[src/rtl/htbd_pkg.sv]
package htbd_pkg;

  // fixed field widths of the channels
  localparam int unsigned CODE_W = 16;
  localparam int unsigned LEN_W  = 5;
  localparam int unsigned SYM_W  = 8;
  localparam int unsigned STAT_W = 3;
  localparam int unsigned MODE_W = 2;

  // transaction modes
  localparam logic [MODE_W-1:0] MODE_CLEAR   = 2'd0;
  localparam logic [MODE_W-1:0] MODE_INSERT  = 2'd1;
  localparam logic [MODE_W-1:0] MODE_DECODE  = 2'd2;
  localparam logic [MODE_W-1:0] MODE_RESTART = 2'd3;

  // result status codes
  localparam logic [STAT_W-1:0] ST_OK         = 3'd0;
  localparam logic [STAT_W-1:0] ST_EMIT       = 3'd1;
  localparam logic [STAT_W-1:0] ST_NOT_PREFIX = 3'd2;
  localparam logic [STAT_W-1:0] ST_MISSING    = 3'd3;
  localparam logic [STAT_W-1:0] ST_FULL       = 3'd4;

  // commands from controller to datapath
  typedef struct packed {
    logic              load;       // capture input transaction
    logic              clear;      // empty root, reset allocator and walk
    logic              restart;    // walk back to root
    logic              dec_read;   // read child node for decode
    logic              dec_eval;   // move walk from read child
    logic              ins_follow; // follow existing child on insert
    logic              ins_latch;  // capture read child entry
    logic              ins_alloc;  // create child and descend
    logic              ins_store;  // store symbol at current node
    logic              ins_flush;  // write back pending node, walk to root
    logic              finish;     // result known
    logic [STAT_W-1:0] res_code;
    logic              out_load;   // move held result into output register
  } cmd_t;

  // status from datapath to controller
  typedef struct packed {
    logic [MODE_W-1:0] mode;
    logic              bits_done;
    logic              cur_has_sym;
    logic              link_zero;
    logic              table_full;
    logic              rd_has_sym;
    logic              out_free;
  } sts_t;

endpackage

[src/rtl/htbd_ctrl.sv]
module htbd_ctrl (
  input  logic            clk_i,
  input  logic            rst_ni,
  input  logic            in_valid_i,
  output logic            in_stall_o,
  input  htbd_pkg::sts_t  sts_i,
  output htbd_pkg::cmd_t  cmd_o
);
  import htbd_pkg::*;

  localparam logic [2:0] S_IDLE     = 3'd0;
  localparam logic [2:0] S_DISPATCH = 3'd1;
  localparam logic [2:0] S_INS_STEP = 3'd2;
  localparam logic [2:0] S_INS_READ = 3'd3;
  localparam logic [2:0] S_DEC_EVAL = 3'd4;
  localparam logic [2:0] S_DONE     = 3'd5;

  logic [2:0] state_q, state_d;
  logic       fin_next;

  assign in_stall_o = (state_q != S_IDLE);

  always_comb begin
    cmd_o    = '0;
    state_d  = state_q;
    fin_next = 1'b0;
    case (state_q)
      S_IDLE: begin
        if (in_valid_i) begin
          cmd_o.load = 1'b1;
          state_d    = S_DISPATCH;
        end
      end
      S_DISPATCH: begin
        case (sts_i.mode)
          MODE_CLEAR: begin
            cmd_o.clear    = 1'b1;
            cmd_o.res_code = ST_OK;
            fin_next       = 1'b1;
          end
          MODE_INSERT: begin
            // insert always walks from the root
            cmd_o.restart = 1'b1;
            state_d       = S_INS_STEP;
          end
          MODE_DECODE: begin
            if (sts_i.link_zero) begin
              cmd_o.restart  = 1'b1;
              cmd_o.res_code = ST_MISSING;
              fin_next       = 1'b1;
            end else begin
              cmd_o.dec_read = 1'b1;
              state_d        = S_DEC_EVAL;
            end
          end
          default: begin
            cmd_o.restart  = 1'b1;
            cmd_o.res_code = ST_OK;
            fin_next       = 1'b1;
          end
        endcase
      end
      S_INS_STEP: begin
        if (sts_i.bits_done) begin
          cmd_o.ins_store = 1'b1;
          cmd_o.res_code  = ST_OK;
          fin_next        = 1'b1;
        end else if (sts_i.cur_has_sym) begin
          cmd_o.ins_flush = 1'b1;
          cmd_o.res_code  = ST_NOT_PREFIX;
          fin_next        = 1'b1;
        end else if (!sts_i.link_zero) begin
          cmd_o.ins_follow = 1'b1;
          state_d          = S_INS_READ;
        end else if (sts_i.table_full) begin
          cmd_o.ins_flush = 1'b1;
          cmd_o.res_code  = ST_FULL;
          fin_next        = 1'b1;
        end else begin
          cmd_o.ins_alloc = 1'b1;
        end
      end
      S_INS_READ: begin
        cmd_o.ins_latch = 1'b1;
        state_d         = S_INS_STEP;
      end
      S_DEC_EVAL: begin
        cmd_o.dec_eval = 1'b1;
        cmd_o.res_code = sts_i.rd_has_sym ? ST_EMIT : ST_OK;
        fin_next       = 1'b1;
      end
      S_DONE: begin
        if (sts_i.out_free) begin
          cmd_o.out_load = 1'b1;
          state_d        = S_IDLE;
        end
      end
      default: begin
        state_d = S_IDLE;
      end
    endcase
    if (fin_next) begin
      cmd_o.finish = 1'b1;
      state_d      = sts_i.out_free ? S_IDLE : S_DONE;
    end
  end

  always_ff @(posedge clk_i or negedge rst_ni) begin
    if (!rst_ni) begin
      state_q <= S_IDLE;
    end else begin
      state_q <= state_d;
    end
  end

endmodule

[config.mk]
export PLATFORM = sky130hd
export DESIGN_NAME = htbd_ctrl
export DESIGN_NICKNAME = d
export VERILOG_FILES = /design/src/rtl/htbd_pkg.sv /design/src/rtl/htbd_ctrl.sv
export SDC_FILE = /design/constraint.sdc
export NUM_CORES = 1
export LEC_CHECK = 0
export ABC_AREA = 1
export BUFFER_PORTS_ARGS = -buffer_cell sky130_fd_sc_hd__buf_2
export CAP_MARGIN = 0
export CORE_AREA = 2 2 39 41
export DETAILED_ROUTE_END_ITERATION = 7
export DIE_AREA = 0 0 41 43
export GPL_ROUTABILITY_DRIVEN = 0
export GPL_TIMING_DRIVEN = 0
export MAX_ROUTING_LAYER = met4
export PLACE_DENSITY = 0.58
export SYNTH_ARGS = -nofsm -noshare
export SYNTH_HDL_FRONTEND = slang
export SYNTH_SLANG_ARGS = --single-unit
[constraint.sdc]
create_clock -name clk_i -period 1.35 [get_ports clk_i]
set_input_delay 0.135 -clock clk_i [delete_from_list [all_inputs] [get_ports clk_i]]
set_output_delay 0.135 -clock clk_i [all_outputs]
set_load 0.05 [all_outputs]
==> flow_metrics.tcl <==
set metrics [dict create \
    status "finished with violations" \
    violations "negative setup slack" \
    grt_max_degree 7 \
    hold_viol 0 \
    yosys_warnings 0 \
    placed_cell_area_um2 633.1 \
    p_leak_nw 0.4385 \
    max_slew.worst_pin.slew_ns 0.2389 \
    p_total_mw 2.039 \
    syn_to_final_growth_pct 133.5 \
    numPortBuffers 26 \
    regArea_um2 78.83 \
    hold_path_class "in2async" \
    cts_sinks 3 \
    postLayoutCellArea_um2 914.6 \
    critPathCapture "cmd_o[3]" \
    crit_start "state_q[0]" \
    ys_ff_latch 3 \
    htreeDepth 1 \
    r2r_setup_slack_ns 0.06 \
    met1_usage 0.2006 \
    rsz0062_at_grt "true" \
    syn-cell-area_um2 391.6 \
    critPathCaptureType "primary output" \
    track_usage 0.1804 \
    drv_slew 0 \
    syn_nets 71 \
    synth-simple-area-share 0.6102 \
    ios 27 \
    cap_violations 0 \
    routed_wirelength_mm 1.234 \
    hpwl_um 887.9 \
    core_um2 1384 \
    tns_ns -1.452 \
    arrival_ns 1.42 \
    fin_nets 112 \
    whs_ns 0.2181 \
    syn_avg_cell_area_um2 6.527 \
    reg.largest.list "state_q (3)" \
    vias 542 \
    cts_tree "built" \
    die-height_um 43 \
    clk_path_buf_depth 2 \
    critPathRequiredTime_ns 1.22 \
    skew_ns 0.001256 \
    synth_xor_area_frac 0 \
    ant_nets 0 \
    start_util 0.2830 \
    yosysSeqAreaShare 0.1917 \
    drcViolationCount 0 \
    power_density_nw_per_um2 2230 \
    cts_buffers 3 \
    wire_per_inst_um 10.64 \
    die_x_um 41 \
    top_usage_layer "met2" \
    maxSlewHeadroom 0.8402 \
    rows 14 \
    max_freq_mhz 643.9 \
    period_share 1.150 \
    setup_violations 14 \
    clock_latency_ns 0.23 \
    diodes 0 \
    largest_register "state_q" \
    nFillCells 118 \
    grt_pass1_vias 499 \
    drtIter0Drc 8 \
    dieArea_um2 1763 \
    layout-drive-gt1-share 0.7300 \
    grt_use_met3 0.03141 \
    startpoint_type "register" \
    largest_reg_flops 3 \
    crit_type "reg2out" \
    syn_inst 60 \
    synth-compound-area-share 0.07348 \
    synthMuxAreaShare 0 \
    synth_top_family_by_area "simple AND/OR/NAND/NOR gates" \
    r2r_cells 8 \
    reg2reg_from "state_q[0]" \
    path_clk_slew_ns 0.04 \
    fin_ws_ns -0.2030 \
    grt_pass1_wl_mm 2.076 \
    root_buffer "clkbuf_4" \
    multi_input_area_um2 396.6 \
    synthAdderAreaFrac 0 \
    use_met2 0.2875 \
    place_ws_ns -0.2390 \
    synth.distinct_cells 21 \
    peakVddDrop_uv 1159 \
    antenna_found_initial 0 \
    dr.pass1.iters 4 \
    cp_max_fo 6 \
    overflow 0 \
    r2r-end "state_q[2]" \
    period_minus_slack_ns 1.553 \
    avgViaCountPerCell 4.672 \
]
## cells by family (layout without fill, tap and decap cells)
logic type             after synthesis  after routing
flip-flops                           3              3
AND/OR/NAND/NOR                     41             41
AO/OA/AOI/OAI                        4              4
buffers and inverters               12             52
## synth_stat cells
library cell / n / area [µm²]
nand2_2: 4 / 25.02
nand3_1: 6 / 30.03
o31ai_1: 1 / 7.510
nand3b_1: 1 / 7.510
nand4_1: 1 / 6.260
nor2_4: 1 / 11.26
a21oi_2: 1 / 8.760
nor3_1: 2 / 10.01
nor4_1: 2 / 12.51
nor3_2: 1 / 10.01
nand2_4: 1 / 11.26
nand3_4: 1 / 17.52
inv_2: 2 / 7.510
dfrtp_1: 3 / 75.07
nor2_1: 6 / 22.52
o21ai_0: 1 / 5.000
inv_1: 9 / 33.78
buf_4: 1 / 7.510
a211oi_1: 1 / 7.510
nand3_2: 3 / 30.03
nand2_1: 12 / 45.04
## how the worst min path moves through the flow
stage	from	to	slack, ns
floorplan	rst_ni	state_q[0]	-0.16
global placement	rst_ni	state_q[2]	-0.07
detailed placement	rst_ni	state_q[0]	-0.07
CTS	rst_ni	state_q[1]	0.21
global route	rst_ni	state_q[0]	0.22
finish	rst_ni	state_q[1]	0.22
## repair_timing
| item | 4_1_cts | 5_1_grt |
|---|---|---|
| gates resized for setup | 43 | 5 |
| setup endpoints to repair | 16 | 18 |
| hold buffers | 1 | 0 |
| hold endpoints to repair | 3 | 0 |
| buffers inserted | 8 | 2 |
| pin swaps | 10 | 1 |
## critical path, cell delays in order (launching register included)
cell and delay (ns):
dfrtp_2 0.44, nor2_4 0.16, nand2_4 0.12, nor4_4 0.28, buf_6 0.19
## stage by stage
stage | util | instances
2_1_floorplan | - | 60
4_1_cts | 0.6401 | 115
6_report | 0.6609 | 116
3_5_place_dp | 0.4575 | 102
5_1_grt | 0.6609 | 116
3_3_place_gp | 0.4575 | 102
## report_power, final
| part | switching, mW | internal [mW] |
|---|---|---|
| clock network | 0.0439 | 0.111 |
| registers | 0.0803 | 0.137 |
| logic | 0.985 | 0.683 |
## layer usage
metal  vias up  wire length (µm)
met5         -                 0
met4         0                 0
met3         0                48
met2        17               696
met1       247               489
li1        278                 -
## layout by cell type, fill, tap and decap left out, drive strengths merged
cell / count
a211oi: 1
a21oi: 1
buf: 36
clkbuf: 4
clkinvlp: 1
dfrtp: 3
dlygate4sd3: 1
inv: 10
nand2: 17
nand3: 10
nand3b: 1
nand4: 1
nor2: 7
nor3: 3
nor4: 2
o21ai: 1
o31ai: 1
## cell type report
cell class,instances,share of cell area
clock buffer,4,0.02873
inverter,11,0.05472
timing repair buffer,36,0.3625
multi-input combinational,45,0.4337
sequential,3,0.08618
tap,16,0.02189
buffer,1,0.01231
(Power assumes the default switching activity.)
